[config.mk]
export PLATFORM = sky130hd
export DESIGN_NAME = three_pool_gillespie_event_step_top
export DESIGN_NICKNAME = d
export VERILOG_FILES = /design/src/hw/rtl/tpg_pkg.sv /design/src/hw/rtl/tpg_mul.sv /design/src/hw/rtl/tpg_div.sv /design/src/hw/rtl/three_pool_gillespie_event_step_top.sv
export VERILOG_INCLUDE_DIRS = /design/src /design/src/hw/rtl
export SDC_FILE = /design/constraint.sdc
export NUM_CORES = 2
export LEC_CHECK = 0
export BUFFER_PORTS_ARGS = -buffer_cell sky130_fd_sc_hd__clkbuf_2
export CAP_MARGIN = 20
export CORE_MARGIN = 1
export CORE_UTILIZATION = 40
export CTS_CLUSTER_SIZE = 16
export DETAILED_ROUTE_END_ITERATION = 10
export GPL_TIMING_DRIVEN = 0
export PLACE_DENSITY = 0.64
export SLEW_MARGIN = 15
export SYNTH_ARGS = -nofsm -noshare
export SYNTH_HDL_FRONTEND = slang
export SYNTH_SLANG_ARGS = --single-unit
[constraint.sdc]
create_clock -name aclk -period 21 [get_ports aclk]
set_input_delay 1.05 -clock aclk [delete_from_list [all_inputs] [get_ports aclk]]
set_output_delay 1.05 -clock aclk [all_outputs]
set_load 0.02 [all_outputs]
[src/hw/rtl/assert_macros.svh]
// Assertion macros shared by the RTL files.
// No dependencies.
`ifndef ASSERT_MACROS_SVH
`define ASSERT_MACROS_SVH
// Implication that holds in the same cycle.
`define ASSERT_SAME(label, clk, rst_n, ante, cons) \
    label: assert property (@(posedge clk) disable iff (!rst_n) (ante) |-> (cons)) \
        else $error("assertion failed");
// Implication checked in the next cycle.
`define ASSERT_NEXT(label, clk, rst_n, ante, cons) \
    label: assert property (@(posedge clk) disable iff (!rst_n) (ante) |=> (cons)) \
        else $error("assertion failed");
`endif

[src/hw/rtl/tpg_pkg.sv]
// Package for the three-pool Gillespie step: widths, word types, states.
// No dependencies.
`timescale 1ns / 1ps
package tpg_pkg;
    localparam int COUNT_BITS    = 16;
    localparam int NUM_REACTIONS = 8;
    localparam int RATE_W        = 24;
    localparam int IDX_W         = $clog2(NUM_REACTIONS);
    localparam int CUM_W         = RATE_W + COUNT_BITS + IDX_W;
    localparam int DVD_W         = 40;
    localparam int CFG_IDX_W     = 8;

    typedef logic [COUNT_BITS-1:0] count_t;

    typedef struct packed {
        logic        op;
        logic [15:0] init_b;
        logic [15:0] init_l;
        logic [15:0] init_s;
        logic [31:0] start_time;
        logic [31:0] end_time;
        logic [31:0] uniform_draw;
        logic [31:0] exp_draw;
    } in_word_t;

    typedef struct packed {
        logic [15:0] count_b;
        logic [15:0] count_l;
        logic [15:0] count_s;
        logic [31:0] time_now;
        logic [2:0]  event_index;
        logic        event_valid;
        logic [1:0]  finish_cause;
    } out_word_t;

    localparam logic OP_START = 1'b0;
    localparam logic [1:0] CAUSE_RUN  = 2'd0;
    localparam logic [1:0] CAUSE_EXT  = 2'd1;
    localparam logic [1:0] CAUSE_END  = 2'd2;

    typedef enum logic [3:0] {
        ST_IDLE, ST_MUL, ST_DECIDE, ST_DIV_GO, ST_DIV, ST_TGT_LO, ST_TGT_HI,
        ST_TGT_SUM, ST_SCAN, ST_OUT
    } state_t;
endpackage

[src/hw/rtl/tpg_mul.sv]
// Shared 32x32 multiplier with registered product.
// Depends on nothing.
`timescale 1ns / 1ps
module tpg_mul (
    input  logic        aclk,
    input  logic [31:0] a,
    input  logic [31:0] b,
    output logic [63:0] p
);
    logic [63:0] p_reg;
    always_ff @(posedge aclk) begin
        p_reg <= 64'(a) * 64'(b);
    end
    assign p = p_reg;
endmodule

[src/hw/rtl/tpg_div.sv]
// Restoring divider, one quotient bit per cycle.
// Depends on tpg_pkg.
`timescale 1ns / 1ps
module tpg_div (
    input  logic                     aclk,
    input  logic                     aresetn,
    input  logic                     start,
    input  logic [tpg_pkg::DVD_W-1:0] dividend,
    input  logic [tpg_pkg::CUM_W-1:0] divisor,
    output logic                     done,
    output logic [tpg_pkg::DVD_W-1:0] quotient
);
    import tpg_pkg::*;
    localparam int CNT_W = $clog2(DVD_W + 1);

    logic [CUM_W-1:0] rem_reg;
    logic [DVD_W-1:0] quo_reg;
    logic [CUM_W-1:0] dsr_reg;
    logic [CNT_W-1:0] cnt_reg;
    logic             busy_reg, done_reg;
    logic [CUM_W:0]   trial;

    assign trial = {rem_reg, quo_reg[DVD_W-1]};

    always_ff @(posedge aclk) begin
        if (!aresetn) begin
            busy_reg <= 1'b0;
            done_reg <= 1'b0;
            cnt_reg  <= '0;
        end else begin
            done_reg <= 1'b0;
            if (start) begin
                busy_reg <= 1'b1;
                cnt_reg  <= CNT_W'(DVD_W);
                rem_reg  <= '0;
                quo_reg  <= dividend;
                dsr_reg  <= divisor;
            end else if (busy_reg) begin
                // shift dividend bit in, quotient bit fills the vacated lsb
                if (trial >= {1'b0, dsr_reg}) begin
                    rem_reg <= CUM_W'(trial - {1'b0, dsr_reg});
                    quo_reg <= {quo_reg[DVD_W-2:0], 1'b1};
                end else begin
                    rem_reg <= trial[CUM_W-1:0];
                    quo_reg <= {quo_reg[DVD_W-2:0], 1'b0};
                end
                cnt_reg <= cnt_reg - 1'b1;
                if (cnt_reg == CNT_W'(1)) begin
                    busy_reg <= 1'b0;
                    done_reg <= 1'b1;
                end
            end
        end
    end
    assign done     = done_reg;
    assign quotient = quo_reg;
endmodule

[src/hw/rtl/three_pool_gillespie_event_step_top.sv]
// Top level of the three-pool Gillespie direct-method step.
// Depends on tpg_pkg, tpg_mul, tpg_div and assert_macros.svh.
`timescale 1ns / 1ps
`include "assert_macros.svh"
// A start word (op 0) goes from the accepting cycle straight to the output
// state, where the result is loaded into the output register once it is free.
// A step word that applies an event is accepted, then computes the eight
// propensities on the shared multiplier, decides, runs the bit-serial divider
// for exp/total, forms the selection target on the multiplier, scans the
// cumulative rates (one cumulative rate per cycle) and loads the output. A
// step that halts on a halted run, a passed end time or a zero total skips the
// divider, target and scan; an overshoot halt skips the target and scan. The
// input is ready only while idle; a finished result sits in the output
// register, so the next word can be taken while the previous result still
// waits.
module three_pool_gillespie_event_step_top (
    input  logic                           aclk,
    input  logic                           aresetn,
    input  logic                           s_valid,
    output logic                           s_ready,
    input  tpg_pkg::in_word_t              s_data,
    output logic                           m_valid,
    input  logic                           m_ready,
    output tpg_pkg::out_word_t             m_data,
    input  logic                           cfg_valid,
    output logic                           cfg_ready,
    input  logic [tpg_pkg::CFG_IDX_W-1:0]  cfg_index,
    input  logic [tpg_pkg::RATE_W-1:0]     cfg_data
);
    import tpg_pkg::*;

    localparam int CNT_W = IDX_W + 1;
    localparam logic [COUNT_BITS-1:0] CMAX = '1;

    state_t state_reg, state_next;

    logic [RATE_W-1:0] rate_reg [NUM_REACTIONS];
    logic [CUM_W-1:0]  cum_reg  [NUM_REACTIONS];
    count_t            pop_b_reg, pop_l_reg, pop_s_reg;
    logic [31:0]       sim_reg, stop_reg;
    logic              halted_reg;
    in_word_t          in_reg;
    logic [CNT_W-1:0]  cnt_reg;
    logic [CUM_W-1:0]  acc_reg, target_reg;
    logic [31:0]       lo_hi_reg;
    logic [31:0]       tnew_reg;
    out_word_t         res_reg, out_reg;
    logic              out_valid_reg;

    logic [31:0]       mul_a, mul_b;
    logic [63:0]       mul_p;
    logic              div_start, div_done;
    logic [DVD_W-1:0]  quo;
    logic [CUM_W-1:0]  acc_sum;
    logic [DVD_W:0]    t_sum;
    logic              out_free;
    logic [IDX_W-1:0]  ix;
    logic [1:0]        halt_cause;

    tpg_mul u_mul (.aclk(aclk), .a(mul_a), .b(mul_b), .p(mul_p));

    tpg_div u_div (
        .aclk(aclk), .aresetn(aresetn), .start(div_start),
        .dividend({in_reg.exp_draw, 8'b0}), .divisor(acc_reg),
        .done(div_done), .quotient(quo)
    );

    function automatic count_t load_sat(input logic [15:0] v);
        if (32'(v) > 32'(CMAX)) return CMAX;
        return COUNT_BITS'(v);
    endfunction
    function automatic count_t inc_sat(input count_t v);
        return (v == CMAX) ? v : v + 1'b1;
    endfunction
    function automatic count_t dec_sat(input count_t v);
        return (v == '0) ? v : v - 1'b1;
    endfunction

    assign ix       = cnt_reg[IDX_W-1:0];
    assign out_free = !out_valid_reg || m_ready;
    assign acc_sum  = acc_reg + mul_p[CUM_W-1:0];
    assign t_sum    = (DVD_W+1)'(sim_reg) + (DVD_W+1)'(quo);
    assign cfg_ready = 1'b1;
    assign m_valid  = out_valid_reg;
    assign m_data   = out_reg;

    // early halt check once the total rate is in acc_reg
    assign halt_cause = halted_reg ? ((sim_reg < stop_reg && acc_reg == '0) ? CAUSE_EXT
                                                                           : CAUSE_END)
                      : (sim_reg >= stop_reg) ? CAUSE_END
                      : (acc_reg == '0) ? CAUSE_EXT : CAUSE_RUN;

    // next state
    always_comb begin
        state_next = state_reg;
        case (state_reg)
            ST_IDLE:    if (s_valid) state_next = (s_data.op == OP_START) ? ST_OUT : ST_MUL;
            ST_MUL:     if (cnt_reg == CNT_W'(NUM_REACTIONS)) state_next = ST_DECIDE;
            ST_DECIDE: begin
                if (halted_reg || halt_cause != CAUSE_RUN) state_next = ST_OUT;
                else state_next = ST_DIV_GO;
            end
            ST_DIV_GO:  state_next = ST_DIV;
            ST_DIV: begin
                if (div_done)
                    state_next = (t_sum > (DVD_W+1)'(stop_reg)) ? ST_OUT : ST_TGT_LO;
            end
            ST_TGT_LO:  state_next = ST_TGT_HI;
            ST_TGT_HI:  state_next = ST_TGT_SUM;
            ST_TGT_SUM: state_next = ST_SCAN;
            ST_SCAN: begin
                if (cum_reg[ix] > target_reg || ix == IDX_W'(NUM_REACTIONS - 1))
                    state_next = ST_OUT;
            end
            ST_OUT:     if (out_free) state_next = ST_IDLE;
            default:    state_next = ST_IDLE;
        endcase
    end

    // control outputs
    always_comb begin
        s_ready   = 1'b0;
        div_start = 1'b0;
        mul_a     = '0;
        mul_b     = '0;
        case (state_reg)
            ST_IDLE:   s_ready = 1'b1;
            ST_MUL: begin
                // per-capita pool: B for 0,1; L for 2,4,6; S for 3,5,7
                mul_a = 32'(rate_reg[ix]);
                if (ix < IDX_W'(2))  mul_b = 32'(pop_b_reg);
                else if (ix[0])      mul_b = 32'(pop_s_reg);
                else                 mul_b = 32'(pop_l_reg);
            end
            ST_DIV_GO: div_start = 1'b1;
            ST_TGT_LO: begin
                mul_a = in_reg.uniform_draw;
                mul_b = acc_reg[31:0];
            end
            ST_TGT_HI: begin
                mul_a = in_reg.uniform_draw;
                mul_b = 32'(acc_reg[CUM_W-1:32]);
            end
            default: ;
        endcase
    end

    always_ff @(posedge aclk) begin
        if (!aresetn) begin
            state_reg     <= ST_IDLE;
            out_valid_reg <= 1'b0;
            halted_reg    <= 1'b1;
            pop_b_reg     <= '0;
            pop_l_reg     <= '0;
            pop_s_reg     <= '0;
            sim_reg       <= '0;
            stop_reg      <= '0;
            cnt_reg       <= '0;
            for (int i = 0; i < NUM_REACTIONS; i++) rate_reg[i] <= '0;
        end else begin
            state_reg <= state_next;
            if (cfg_valid && cfg_index < CFG_IDX_W'(NUM_REACTIONS))
                rate_reg[cfg_index[IDX_W-1:0]] <= cfg_data;
            if (state_reg == ST_OUT && out_free) out_valid_reg <= 1'b1;
            else if (out_valid_reg && m_ready) out_valid_reg <= 1'b0;

            case (state_reg)
                ST_IDLE: begin
                    if (s_valid) begin
                        in_reg  <= s_data;
                        cnt_reg <= '0;
                        acc_reg <= '0;
                        if (s_data.op == OP_START) begin
                            pop_b_reg  <= load_sat(s_data.init_b);
                            pop_l_reg  <= load_sat(s_data.init_l);
                            pop_s_reg  <= load_sat(s_data.init_s);
                            sim_reg    <= s_data.start_time;
                            stop_reg   <= s_data.end_time;
                            halted_reg <= 1'b0;
                            tnew_reg   <= s_data.start_time;
                            res_reg    <= '{default: '0};
                        end
                    end
                end
                ST_MUL: begin
                    // product of the previous cycle's issue lands now
                    if (cnt_reg != '0) begin
                        acc_reg <= acc_sum;
                        cum_reg[IDX_W'(cnt_reg - 1'b1)] <= acc_sum;
                    end
                    cnt_reg <= (cnt_reg == CNT_W'(NUM_REACTIONS)) ? '0 : cnt_reg + 1'b1;
                end
                ST_DECIDE: begin
                    tnew_reg <= sim_reg;
                    res_reg  <= '{finish_cause: halt_cause, default: '0};
                    if (halt_cause != CAUSE_RUN) halted_reg <= 1'b1;
                end
                ST_DIV: begin
                    if (div_done) begin
                        if (t_sum > (DVD_W+1)'(stop_reg)) begin
                            halted_reg <= 1'b1;
                            res_reg.finish_cause <= CAUSE_END;
                        end else begin
                            tnew_reg <= t_sum[31:0];
                        end
                    end
                end
                ST_TGT_HI:  lo_hi_reg <= mul_p[63:32];
                ST_TGT_SUM: target_reg <= mul_p[CUM_W-1:0] + CUM_W'(lo_hi_reg);
                ST_SCAN: begin
                    cnt_reg <= cnt_reg + 1'b1;
                    if (cum_reg[ix] > target_reg || ix == IDX_W'(NUM_REACTIONS - 1)) begin
                        res_reg <= '{event_index: 3'(ix), event_valid: 1'b1,
                                     finish_cause: CAUSE_RUN, default: '0};
                        sim_reg <= tnew_reg;
                        case (ix)
                            3'd0: begin
                                pop_b_reg <= dec_sat(pop_b_reg);
                                pop_l_reg <= inc_sat(pop_l_reg);
                            end
                            3'd1: begin
                                pop_b_reg <= dec_sat(pop_b_reg);
                                pop_s_reg <= inc_sat(pop_s_reg);
                            end
                            3'd2: begin
                                pop_b_reg <= inc_sat(pop_b_reg);
                                pop_l_reg <= dec_sat(pop_l_reg);
                            end
                            3'd3: begin
                                pop_b_reg <= inc_sat(pop_b_reg);
                                pop_s_reg <= dec_sat(pop_s_reg);
                            end
                            3'd4: pop_l_reg <= dec_sat(pop_l_reg);
                            3'd5: pop_s_reg <= dec_sat(pop_s_reg);
                            3'd6: pop_l_reg <= inc_sat(pop_l_reg);
                            default: pop_s_reg <= inc_sat(pop_s_reg);
                        endcase
                    end
                end
                ST_OUT: begin
                    if (out_free) begin
                        out_reg <= '{count_b: 16'(pop_b_reg), count_l: 16'(pop_l_reg),
                                     count_s: 16'(pop_s_reg), time_now: tnew_reg,
                                     event_index: res_reg.event_index,
                                     event_valid: res_reg.event_valid,
                                     finish_cause: res_reg.finish_cause};
                    end
                end
                default: ;
            endcase
        end
    end

    `ASSERT_SAME(a_ev_running, aclk, aresetn,
        m_valid && m_data.event_valid, m_data.finish_cause == CAUSE_RUN)
    `ASSERT_NEXT(a_start_clears_halt, aclk, aresetn,
        s_valid && s_ready && s_data.op == OP_START, !halted_reg)
    `ASSERT_SAME(a_div_done_in_div, aclk, aresetn, div_done, state_reg == ST_DIV)
    `ASSERT_NEXT(a_out_loaded, aclk, aresetn, state_reg == ST_OUT && out_free, m_valid)
endmodule
After elaboration in Yosys (flattened, before gate mapping). Memory sizes are Yosys's and may differ from the RTL's. A register that Yosys moved wholly into a read port is not among the register bits. Cells that the tools add are included.

Flip-flop bits (word level): 626. RAM bits: 536. Input port bits: 214. Output and inout bits: 89. Word-level logic and storage cells: 246. Memories kept: 2.

Memory list: cum_reg (words 8, bits a word 43, rd ports 1, clocked after Yosys merged registers in 1, write ports 1, line three_pool_gillespie_event_step_top.sv:38) `logic [CUM_W-1:0] cum_reg [NUM_REACTIONS];`; rate_reg (words 8, bits a word 24, rd ports 1, clocked after Yosys merged registers in 1, write ports 8, line three_pool_gillespie_event_step_top.sv:37) `logic [RATE_W-1:0] rate_reg [NUM_REACTIONS];`.

$add $sub $neg: 13. $mul: 1. Magnitude comparators: 7. Equality and inequality tests: 40. Multiplexer cells: 94. Bitwise operators: 3. Reductions and logical operators: 52.

Operators by type and width (count): two-way mux 16 bit (17); one-hot mux 16 bit (2 select lines) (6); one-hot mux 32 bit (3 select lines) (2); two-way mux 43 bit (4); two-way mux 32 bit (5); one-hot mux 32 bit (2 select lines) (2); one-hot mux 43 bit (2 select lines) (1); two-way mux 40 bit (2); multiplier 32 x 32 -> 64 bit (1); adder 16 x 1 -> 16 bit, second input constant (3); equality test 16 bit, second input constant (3); zero test 16 bit (3); subtractor 16 x 1 -> 16 bit, second input constant (3); >= comparator 44 x 43 -> 1 bit (1); adder 43 x 32 -> 43 bit (1); adder 43 bit (1); greater-than comparator 43 bit (1); zero test 43 bit (1); subtractor 43 bit (1); adder 32 x 40 -> 41 bit (1); greater-than comparator 41 x 32 -> 1 bit (1); two-way mux 4 bit (10); one-hot mux 4 bit (10 select lines) (1); >= comparator 32 bit (1); 44 further kinds (138).

Depth between registers and ports, before layout.
Word-level depth: 8. Gate-level depth with buffers: 37. Mapped depth without buffers: 32.

Modules after synthesis. From an unflattened synthesis, not the netlist that was laid out.

Cells, all modules: 8342. Area, all modules: 91058.6 um2.

By module, submodules not included: three_pool_gillespie_event_step_top (instances 1, cells an instance 3883, area each 48679.2 um2, sequential area each 27786.6 um2); tpg_mul (instances 1, cells an instance 3745, area each 34476.8 um2, sequential area each 1281.2 um2); tpg_div (instances 1, cells an instance 714, area each 7902.6 um2, sequential area each 3943.8 um2).

Worst setup path before layout. Ideal clock, no wire load.

Kind: register to register. Start point: register (tool-made name). End point: register u_mul.p_reg[63], in the netlist u_mul.p[63]. Setup time: 0.125 ns. Arrival: 8.827 ns. Data required time: 20.875 ns. Path slack: 12.047 ns. Stages on the path, launching flop included: 34. Path buffers: 5. Period minus slack after synthesis: 8.953 ns. Cells stage by stage: dfxtp_1 > clkbuf_1 > clkbuf_1 > clkbuf_1 > mux4_2 > mux2i_1 > o21ai_0 > clkbuf_1 > nand2_1 > fa_1 > inv_1 > fa_1 > inv_1 > fa_1 > fa_1 > inv_1 > fa_1 > fa_1 > fa_1 > inv_1 > fa_1 > inv_1 > ha_1 > buf_2 > and4_4 > and2_4 > a221o_1 > a221o_1 > o21ai_2 > o2111ai_2 > a41oi_2 > o21a_2 > mux2i_1 > nor2_1.

RTL lines: to (signal assigned) (line tpg_mul.sv:12) `p_reg <= 64'(a) * 64'(b);`; to (decl) (line tpg_mul.sv:10) `logic [63:0] p_reg;`.

==> run summary <==
Cell leakage power = 42.90 nW
Vias in the first global route = 68,520
Synth Flop Type = edfxtp_1
Sequential Area = 33,010 um2
Critical Path AT = 13.08 ns
Setup TNS = 0 ns
Global Route Usage Sum = 28.65%
Outcome = finished with violations
Clock Root Buffer = clkbuf_16
FILL cells = 21,080
Slew Limit Fails = 0
Commonest non-fill, non-tap cell in the layout = inv_1
ANT nets after route = 0
Worst min-delay path startpoint = u_mul.p[60]
Worst Tran Pin Value = 1.260 ns
RSZ-0062 raised after global routing = no
Hold path cells = 0
Final wirelength = 328.6 mm
Clock-pin slew on the worst setup and hold paths = 0.06 ns
Die H = 477.1 um
Initial antenna violation count = 27
Post-detail-place hpwl = 263.2 mm
Placed Area = 97,040 um2
GPL Wtd Cong = 1.023
Cell area after synthesis = 90,290 um2
Yosys top cell area share = 32.19%
Post CTS Setup Buffer Count = 0
Starting Density = 40.19%
Final nets = 10,690
Total power = 0.009559 W
Max reg flops = 344
FF+latch count, synth = 1,165
Sink Count = 1,165
Worst Hold End = lo_hi_reg[28]
Top-Level Pins = 303
Hold_buf cts = 0
Multi-input logic area = 51,730 um2
HP Class = flop to flop
Hold Fails Final Rpt = 0
Syn Nets = 10,170
Critical path class = flop to flop
Die area = 227,600 um2
Synth area leader = edfxtp_1
Final hold slack = 0.4011 ns
Port bufs = 300
Most frequent cells in the layout = inv_1, edfxtp_1, nand2_1
PD cells = 94.28 nW/um2
Wirelength per Cell = 27.11 um
Gr ovfl total = 0
Design area = 101,400 um2
H-tree depth = 4
Worst reg2reg path depth = 32
Row cnt = 174
Cts repair resizes = 0
Peak VDD IR = 79.45 uV
Post-synth EDFFs = 968
DRC violation count after routing = 3
R2R Setup Slk = 8.55 ns
Slew headroom = 15.97%
Synth warnings = 0
Layout area overhead = 12.29%
Via density = 5.622
Total CTS buffers = 130
Post-route clock period utilization = 59.29%
Slowest cell on crit path = clkbuf_1
Failing checks = design-rule violations
Critical Path Sink Type = flop
Clk buf depth = 3
CTS tree = built
Setup violations, final = 0
Core ar. = 224,700 um2
Syn_area_per_cell = 10.65 um2
Vias = 68,140
Asr flop ratio synth = 0%
CP peak stage delay = 0.89 ns
Layout cell share with drive strength beyond 1 = 10.58%
First-pass GRT wire length = 473.0 mm
Min cycle time layout = 12.45 ns
Utilization after layout = 45.13%
Gate Count Post-Synth = 8,477
Fmax = 0.08032 GHz
DRT iter0 DRCs = 6,732
CP startpoint kind = flop
Most frequent cell on the critical path = fa_1
Max Cap Viol = 0
Top post-synthesis cells by area = edfxtp_1, fa_1, ha_1, inv_1, dfxtp_1
Register area share after synthesis = 36.56%
Worst Path Max Fanout = 10
Synth cell types = 112
Largest net degree at the start of global routing = 44
Clock latency reported for the late side of the worst-skew pair = 0.79 ns
Data required, critical path = 21.63 ns
Clock skew = 0.05015 ns
Crit Reg-Reg Endpoint = u_mul.p[39]
DRT Pass-1 Iters = 9
Die Wd = 477.1 um
## per-stage QoR
stage,std cells,setup slack [ns]
after floorplan,8477,12.05
after global placement,11770,7.782
after detailed placement,11860,8.800
after CTS,12090,8.756
after global routing,12110,8.371
final,12120,8.550
## cell type report
class	count	share of cell area, %
multi-input combinational	5795	51.02
sequential	1165	32.56
inverter	1117	4.135
tap	2992	3.692
clock buffer	160	3.432
timing repair buffer	397	2.753
buffer	400	1.659
clock inverter	76	0.7009
antenna	19	0.04689
## worst max-delay path: cells and delay by family (launching register included)
| family | cells | cell delay (ns) |
|---|---|---|
| adder cells (fa/ha/maj) | 9 | 4.55 |
| buffers and inverters | 9 | 3.24 |
| AND/OR/NAND/NOR | 7 | 1.28 |
| AO/OA/AOI/OAI | 4 | 1.23 |
| multiplexers | 2 | 0.92 |
| flip-flops | 1 | 0.68 |
| XOR/XNOR | 1 | 0.39 |
## cell usage after synthesis (all sizes together) (9+ instances only)
master and count:
buf 61, o31a 11, clkbuf 338, or2 17
a21boi 14, a221o 10, inv 1117, o21ai 220
nor2b 39, mux2i 104, nand3 93, ha 571
nor4 40, edfxtp 968, a21oi 318, o211ai 27
dfxtp 197, o31ai 11, a2111oi 12, fa 903
o21a 59, a221oi 17, nor2 874, a211oi 62
and2 280, a31oi 23, nand3b 10, o21bai 45
a31o 11, xor2 100, nand4 69, nand2 959
or3 15, and3 82, a21o 132, a41oi 9
xnor2 140, nand2b 87, a211o 12, a311oi 42
mux4 134, a22oi 29, nor3 63, mux2 43
## cells by family after synthesis
family / after synthesis / share of synthesized area (%)
flip-flops: 1165 / 36.56
adder cells (fa/ha/maj): 1474 / 27.93
XOR/XNOR: 240 / 2.328
AND/OR/NAND/NOR: 2658 / 13.23
multiplexers: 281 / 5.032
AO/OA/AOI/OAI: 1141 / 8.453
buffers and inverters: 1517 / 6.460
other: 1 / 0.004153
## report_power, final
group	total [W]	internal [W]	leakage [nW]	switching, W
clock network	0.00224	0.00126	2.04	0.000977
registers	0.00321	0.00291	10.5	0.000305
logic	0.00411	0.00129	30.4	0.00281
## layer usage
metal	track usage [%]	wire [um]	vias up
met5	0	73	-
met4	13.61	17850	10
met3	5.891	27330	704
met2	45.96	151100	3076
met1	37.01	132300	34760
li1	-	-	29600
## worst max path at each step
stage / startpoint / endpoint
final: flop / u_mul.p[39]
after global routing: flop / u_mul.p[62]
after CTS: flop / u_mul.p[60]
after detailed placement: flop / u_mul.p[60]
after global placement: state_reg[0] / u_mul.p[62]
after floorplan: flop / u_mul.p[63]
(Power assumes the default switching activity.)
